File: src/hdl/rrpc_pkg.sv
// Shared constants and stage types of the rounded rectangle coverage block
`default_nettype none

package rrpc_pkg;

  localparam int COORD_BITS  = 12;
  localparam int PIXEL_BYTES = 4;

  localparam int POS_W   = 12;   // rect_left, rect_top
  localparam int SIZE_W  = 13;   // rectangle width and height
  localparam int RAD_W   = 12;   // corner_radius
  localparam int SCR_W   = 13;   // screen_width, screen_height
  localparam int DATA_W  = 32;   // fill_color, pixel_data
  localparam int OFF_W   = 26;   // byte_offset
  localparam int SQ_W    = 2 * RAD_W;
  localparam int SUM_W   = (COORD_BITS > 14 ? COORD_BITS : 14) + 1;
  localparam int PROD_W  = COORD_BITS + SCR_W;
  localparam int OFS_SUM_W = PROD_W + 1;
  localparam int OFS_W   = (OFS_SUM_W + 3 > OFF_W) ? OFS_SUM_W + 3 : OFF_W;

  localparam int CFG_IDX_W = 3;
  localparam logic [CFG_IDX_W-1:0] REG_RECT_LEFT     = 3'd0;
  localparam logic [CFG_IDX_W-1:0] REG_RECT_TOP      = 3'd1;
  localparam logic [CFG_IDX_W-1:0] REG_RECT_W        = 3'd2;
  localparam logic [CFG_IDX_W-1:0] REG_RECT_H        = 3'd3;
  localparam logic [CFG_IDX_W-1:0] REG_CORNER_RADIUS = 3'd4;
  localparam logic [CFG_IDX_W-1:0] REG_FILL_COLOR    = 3'd5;
  localparam logic [CFG_IDX_W-1:0] REG_SCREEN_WIDTH  = 3'd6;
  localparam logic [CFG_IDX_W-1:0] REG_SCREEN_HEIGHT = 3'd7;

  localparam logic [SCR_W-1:0] SCREEN_WIDTH_RST  = 13'd1024;
  localparam logic [SCR_W-1:0] SCREEN_HEIGHT_RST = 13'd768;

  localparam logic [DATA_W-1:0] DATA_MASK =
    DATA_W'((64'd1 << (8 * PIXEL_BYTES)) - 64'd1);

  typedef struct packed {
    logic [POS_W-1:0]  left;
    logic [POS_W-1:0]  top;
    logic [SIZE_W-1:0] width;
    logic [SIZE_W-1:0] height;
    logic [RAD_W-1:0]  radius;
    logic [SCR_W-1:0]  scr_w;
    logic [SCR_W-1:0]  scr_h;
  } geom_cfg_t;

  // First stage: rectangle tests and corner distances
  typedef struct packed {
    logic                  rad_err;
    logic                  in_rect;
    logic                  band;
    logic                  off_scr;
    logic [RAD_W-1:0]      dx;
    logic [RAD_W-1:0]      dy;
    logic [COORD_BITS-1:0] px;
    logic [COORD_BITS-1:0] py;
  } st1_t;

  // Second stage: squared distances and row product
  typedef struct packed {
    logic                  rad_err;
    logic                  in_rect;
    logic                  band;
    logic                  off_scr;
    logic [SQ_W-1:0]       dx_sq;
    logic [SQ_W-1:0]       dy_sq;
    logic [SQ_W-1:0]       r_sq;
    logic [PROD_W-1:0]     row_prod;
    logic [COORD_BITS-1:0] px;
  } st2_t;

endpackage

`default_nettype wire

File: src/hdl/rrpc_geom.sv
// Rectangle, band and corner geometry for one pixel
`default_nettype none

module rrpc_geom
  import rrpc_pkg::*;
(
  input  geom_cfg_t             cfg,
  input  logic [COORD_BITS-1:0] px,
  input  logic [COORD_BITS-1:0] py,
  output st1_t                  geom
);

  logic [SUM_W-1:0] pxe, pye;
  logic [SUM_W-1:0] x_lo, x_hi, x_cl, x_cr;
  logic [SUM_W-1:0] y_lo, y_hi, y_ct, y_cb;
  logic [SUM_W-1:0] re;
  logic             lc, rc, tr, br;
  logic [SUM_W-1:0] dx_full, dy_full;

  always_comb begin
    pxe  = SUM_W'(px);
    pye  = SUM_W'(py);
    re   = SUM_W'(cfg.radius);
    x_lo = SUM_W'(cfg.left);
    x_hi = SUM_W'(cfg.left) + SUM_W'(cfg.width);
    x_cl = x_lo + re;
    x_cr = x_hi - re;
    y_lo = SUM_W'(cfg.top);
    y_hi = SUM_W'(cfg.top) + SUM_W'(cfg.height);
    y_ct = y_lo + re;
    y_cb = y_hi - re;

    lc = pxe < x_cl;
    rc = pxe >= x_cr;
    tr = pye < y_ct;
    br = pye >= y_cb;

    // Distance to the centre of whichever corner square holds the pixel
    dx_full = lc ? (x_cl - pxe) : (pxe - x_cr);
    dy_full = tr ? (y_ct - pye) : (pye - y_cb);

    geom.rad_err = ({1'b0, cfg.radius} > {1'b0, cfg.width[SIZE_W-1:1]}) ||
                   ({1'b0, cfg.radius} > {1'b0, cfg.height[SIZE_W-1:1]});
    geom.in_rect = (pxe >= x_lo) && (pxe < x_hi) && (pye >= y_lo) && (pye < y_hi);
    geom.band    = (!lc && !rc) || (!tr && !br);
    geom.off_scr = (pxe >= SUM_W'(cfg.scr_w)) || (pye >= SUM_W'(cfg.scr_h));
    geom.dx      = dx_full[RAD_W-1:0];
    geom.dy      = dy_full[RAD_W-1:0];
    geom.px      = px;
    geom.py      = py;
  end

endmodule

`default_nettype wire
File: config.mk
export PLATFORM = sky130hd
export DESIGN_NAME = rrpc_geom
export DESIGN_NICKNAME = d
export VERILOG_FILES = /design/src/hdl/rrpc_pkg.sv /design/src/hdl/rrpc_geom.sv
export SDC_FILE = /design/constraint.sdc
export NUM_CORES = 1
export LEC_CHECK = 0
export ABC_AREA = 1
export BUFFER_PORTS_ARGS = -buffer_cell sky130_fd_sc_hd__buf_2
export CORE_MARGIN = 2
export CORE_UTILIZATION = 40
export DETAILED_ROUTE_END_ITERATION = 10
export PLACE_DENSITY_LB_ADDON = 0.3
export SYNTH_ARGS = -nofsm -noshare
export SYNTH_HDL_FRONTEND = slang
export SYNTH_SLANG_ARGS = --single-unit
File: constraint.sdc
create_clock -name vclk -period 10.23
set_input_delay 2.046 -clock vclk [all_inputs]
set_output_delay 2.046 -clock vclk [all_outputs]
set_load 0.005 [all_outputs]
# Word-level counts from Yosys, hierarchy flattened
# Cells that the tools add are included.
# Widths: inputs -> output; s select.
classes:
  order_cmp: 12
  n_reduce_logical: 12
  mux: 2
  add_sub_neg: 10
op_table:
  columns: ["operator", "n"]
  rows:
  - ["$sub 12x12->12", 4]
  - ["$ge 12x15->1", 2]
  - ["$sub 14x12->15", 2]
  - ["$add 12x13->14", 2]
  - ["$lt 12x14->1", 2]
  - ["$add 12x12->13", 2]
  - ["$ge 12x13->1", 2]
  - ["$lt 12x13->1", 2]
  - ["$ge 12x12->1", 2]
  - ["$gt 12x12->1", 2]
  - ["$mux 12", 2]
  - ["$logic_and 1x1->1", 5]
  - ["$logic_not 1->1", 4]
  - ["$logic_or 1x1->1", 3]
totals:
  inputBits: 112
  ff_bits: 0
  out_inout_bits: 52

# Logic depth before layout (Yosys ltp)
logic_depth:
  depth_word: 6
  ltp_mapped: 27
  mapped_depth_nobuf: 27

# Worst setup path after synthesis
# Ideal clock, no wire load.
synth_timing:
  kind: "input -> output"
  start: "input port cfg[53] in the netlist's numbering"
  end: "output port geom[49] in the netlist's numbering"
  arrival_time_ns: 5.239
  required_ns: 8.184
  path_stages: 24
  slack_ns: 2.945
  cell_sequence: "ha_1 > a21o_1 > a31o_2 > xor2_1 > inv_1 > ha_1 > nand2_1 > o21ai_0 > nand3_1 > nand2_1 > nand3_1 > nand2_1 > a31oi_1 > xor2_1 > ha_1 > nand2_1 > nor2_1 > nand4_1 > nand4_1 > o21ai_0 > nand2_1 > nand3_1 > nand2_1 > nand2_1"
synth_rtl:
  columns: ["element", "line_no", "text"]
  rows:
  - ["start, declared", "rrpc_geom.sv:7", "input geom_cfg_t cfg,"]
  - ["end, declared", "rrpc_geom.sv:10", "output st1_t geom"]

==> impl_metrics.toml <==
[layout]
nets = 1876
drive_gt1_frac = 0.124
n_antenna_cell = 0
design.seq.count = 0
final_cell_mix = "nand2_1 (268), inv_1 (262), ha_1 (236), buf_2 (164), a21oi_1 (138)"
regArea_um2 = 0
layout_commonest_cell = "nand2_1"
utilization = 0.449
num-fill-cells = 2364
n_clock_buffer = 0
final_cells = 1796
area_growth_pct = 10.7

[setup_path]
cp-end-kind = "output port"
critPathLaunchType = "input port"
crit_type = "input port to output port"
required_ps = 8180
cp_slowest_cell = "ha_1"
cp_max_fo = 6
critPathMaxStageDelay_ps = 380
cp.arrival_ps = 6330
cp_common_cell = "nand2_1"

[min_path]
hp-class = "input port to output port"

[global_routing]
gr-total-overflow = 0
grt_pass1_wl_um = 45400
grt_max_degree = 22
grt_usage = 0.238
grt_pass1_vias = 8663
antenna_found_initial = 1

[sta]
rsz0062_at_grt = "no"
finalWorstSetupSlack_ps = 1860
tightest_slew_ps = 610
post-route-min-period_ps = 8370
max-slew-margin-rel = 0.590
drv_slew = 0
finalCritPeriodShare = 0.818
fin_hold_ws_ps = 4290
final-hold-violation-count = 0
fmax_ghz = 0.119
tns_ps = 0
setup_viol = 0

[logic_synthesis]
synth_cells = 1381
synth_area_mm2 = 0.00883
synth_area_per_cell_um2 = 6.39
synth_compound_area_frac = 0.176
synth_simple_gate_area_share = 0.231
synth_cell_type_count = 42
synth-seq-area-share = 0
synth_top_family_by_area = "adder cells"
synth_area_leaders = "ha_1 (33%), nand2_1 (11%), inv_1 (11%)"
muxShareOfSynthArea = 0
synthAdderAreaFrac = 0.357
synth_top_area_frac = 0.334
synth_xor_xnor_area_share = 0.0982
synth_area_leader_cell = "ha_1"
yosysWarnings = 0
syn_nets = 1739

[clocking]
post-cts-setup-buffers = 0
ctsResizeCount = 0
cts_hold_buf = 0

[place]
dp.cells = 1796
hpwl_um = 24900
dp_slack_ps = 2010
place.gp.congestion = 0.913
numPortBuffers = 164

[route]
wl_per_cell_um = 16.1
drt_iter0_drc = 641
dr_total_vias = 9411
via_per_inst = 5.24
firstDrtPassIters = 5
wirelength_um = 28900
ant_nets = 0
drcViolationCount = 0

[die]
design.die.area_mm2 = 0.0233
core_mm2 = 0.0218
die_h_um = 153
initial_core_util = 0.406
die_x_um = 153
ios = 164
row_count = 54

[power]
ir_worst_vdd_mv = 0.0522
p_per_area_mw_per_mm2 = 128
p_leak_nw = 5.80

[outcome]
outcome = "complete, no violations"

[job]
cap_violations = 0
synthesized netlist by cell type:
cell type and instances:
a211oi_1 10, a21boi_0 7, a21o_1 15, a21oi_1 138
a221oi_1 2, a31o_2 2, a31oi_1 12, and3_1 2
buf_2 1, buf_4 24, buf_6 4, fa_1 10
ha_1 236, inv_1 262, inv_2 1, nand2_1 268
nand2_2 3, nand3_1 76, nand3_2 2, nand3b_1 1
nand4_1 31, nor2_1 66, nor2_2 3, nor2b_1 1
nor3_1 13, nor3_2 1, nor3b_1 1, nor4_1 2
o2111ai_1 3, o211ai_1 3, o21a_1 3, o21ai_0 41
o21ai_1 10, o21ai_2 8, o21bai_1 7, o221ai_1 3
o22ai_1 2, o31ai_1 3, or2_2 4, or4_1 1
xnor2_1 25, xor2_1 74
final cells by class:
type / instances / area (um2) / area share
multi-input cells: 1089 / 7610 / 0.779
inverters: 263 / 987 / 0.101
repair buffers: 164 / 821 / 0.0840
well taps: 280 / 350 / 0.0359
through the flow:
| stage | power (W) | cell area [um2] |
|---|---|---|
| 2_1_floorplan | 0.000897 | 8830 |
| 3_3_place_gp | 0.00123 | 9770 |
| 3_5_place_dp | 0.00124 | 9770 |
| 4_1_cts | 0.00125 | 9770 |
| 5_1_grt | 0.00142 | 9770 |
| 6_report | 0.00126 | 9770 |
logic make-up after synthesis:
family                     Yosys count
AOI/OAI and AO/OA                  269
xor gates and xnor gates            99
adders and majority gates          246
buffers and inverters              292
and+or+nand+nor                    475
layer usage:
metal / up-vias / routed length, um / global-route usage
met5: - / 12 / 0
met4: 2 / 651 / 0.0379
met3: 35 / 1770 / 0.0156
met2: 257 / 12100 / 0.380
met1: 4255 / 14300 / 0.355
li1: 4862 / - / -
critical path: cells and delay by family:
kind / cells / cell delay (ps)
buffers and inverters: 4 / 400
xor gates and xnor gates: 1 / 100
adders and majority gates: 3 / 1060
AOI/OAI and AO/OA: 5 / 990
and+or+nand+nor: 14 / 1720
final timing paths:
kind                   end  depth (start not counted)    start  slack (ps)
hold / removal     geom[0]                          2    py[0]        4290
setup / recovery  geom[49]                         27  cfg[42]        1860
report_power, final:
group          switching, W  internal [W]  leakage [nW]  total [W]
logic              0.000758      0.000497          5.80    0.00126
clock network             0             0             0          0
registers                 0             0             0          0
total              0.000758      0.000497          5.80    0.00126
No activity file was read; power rests on OpenSTA's default activity.
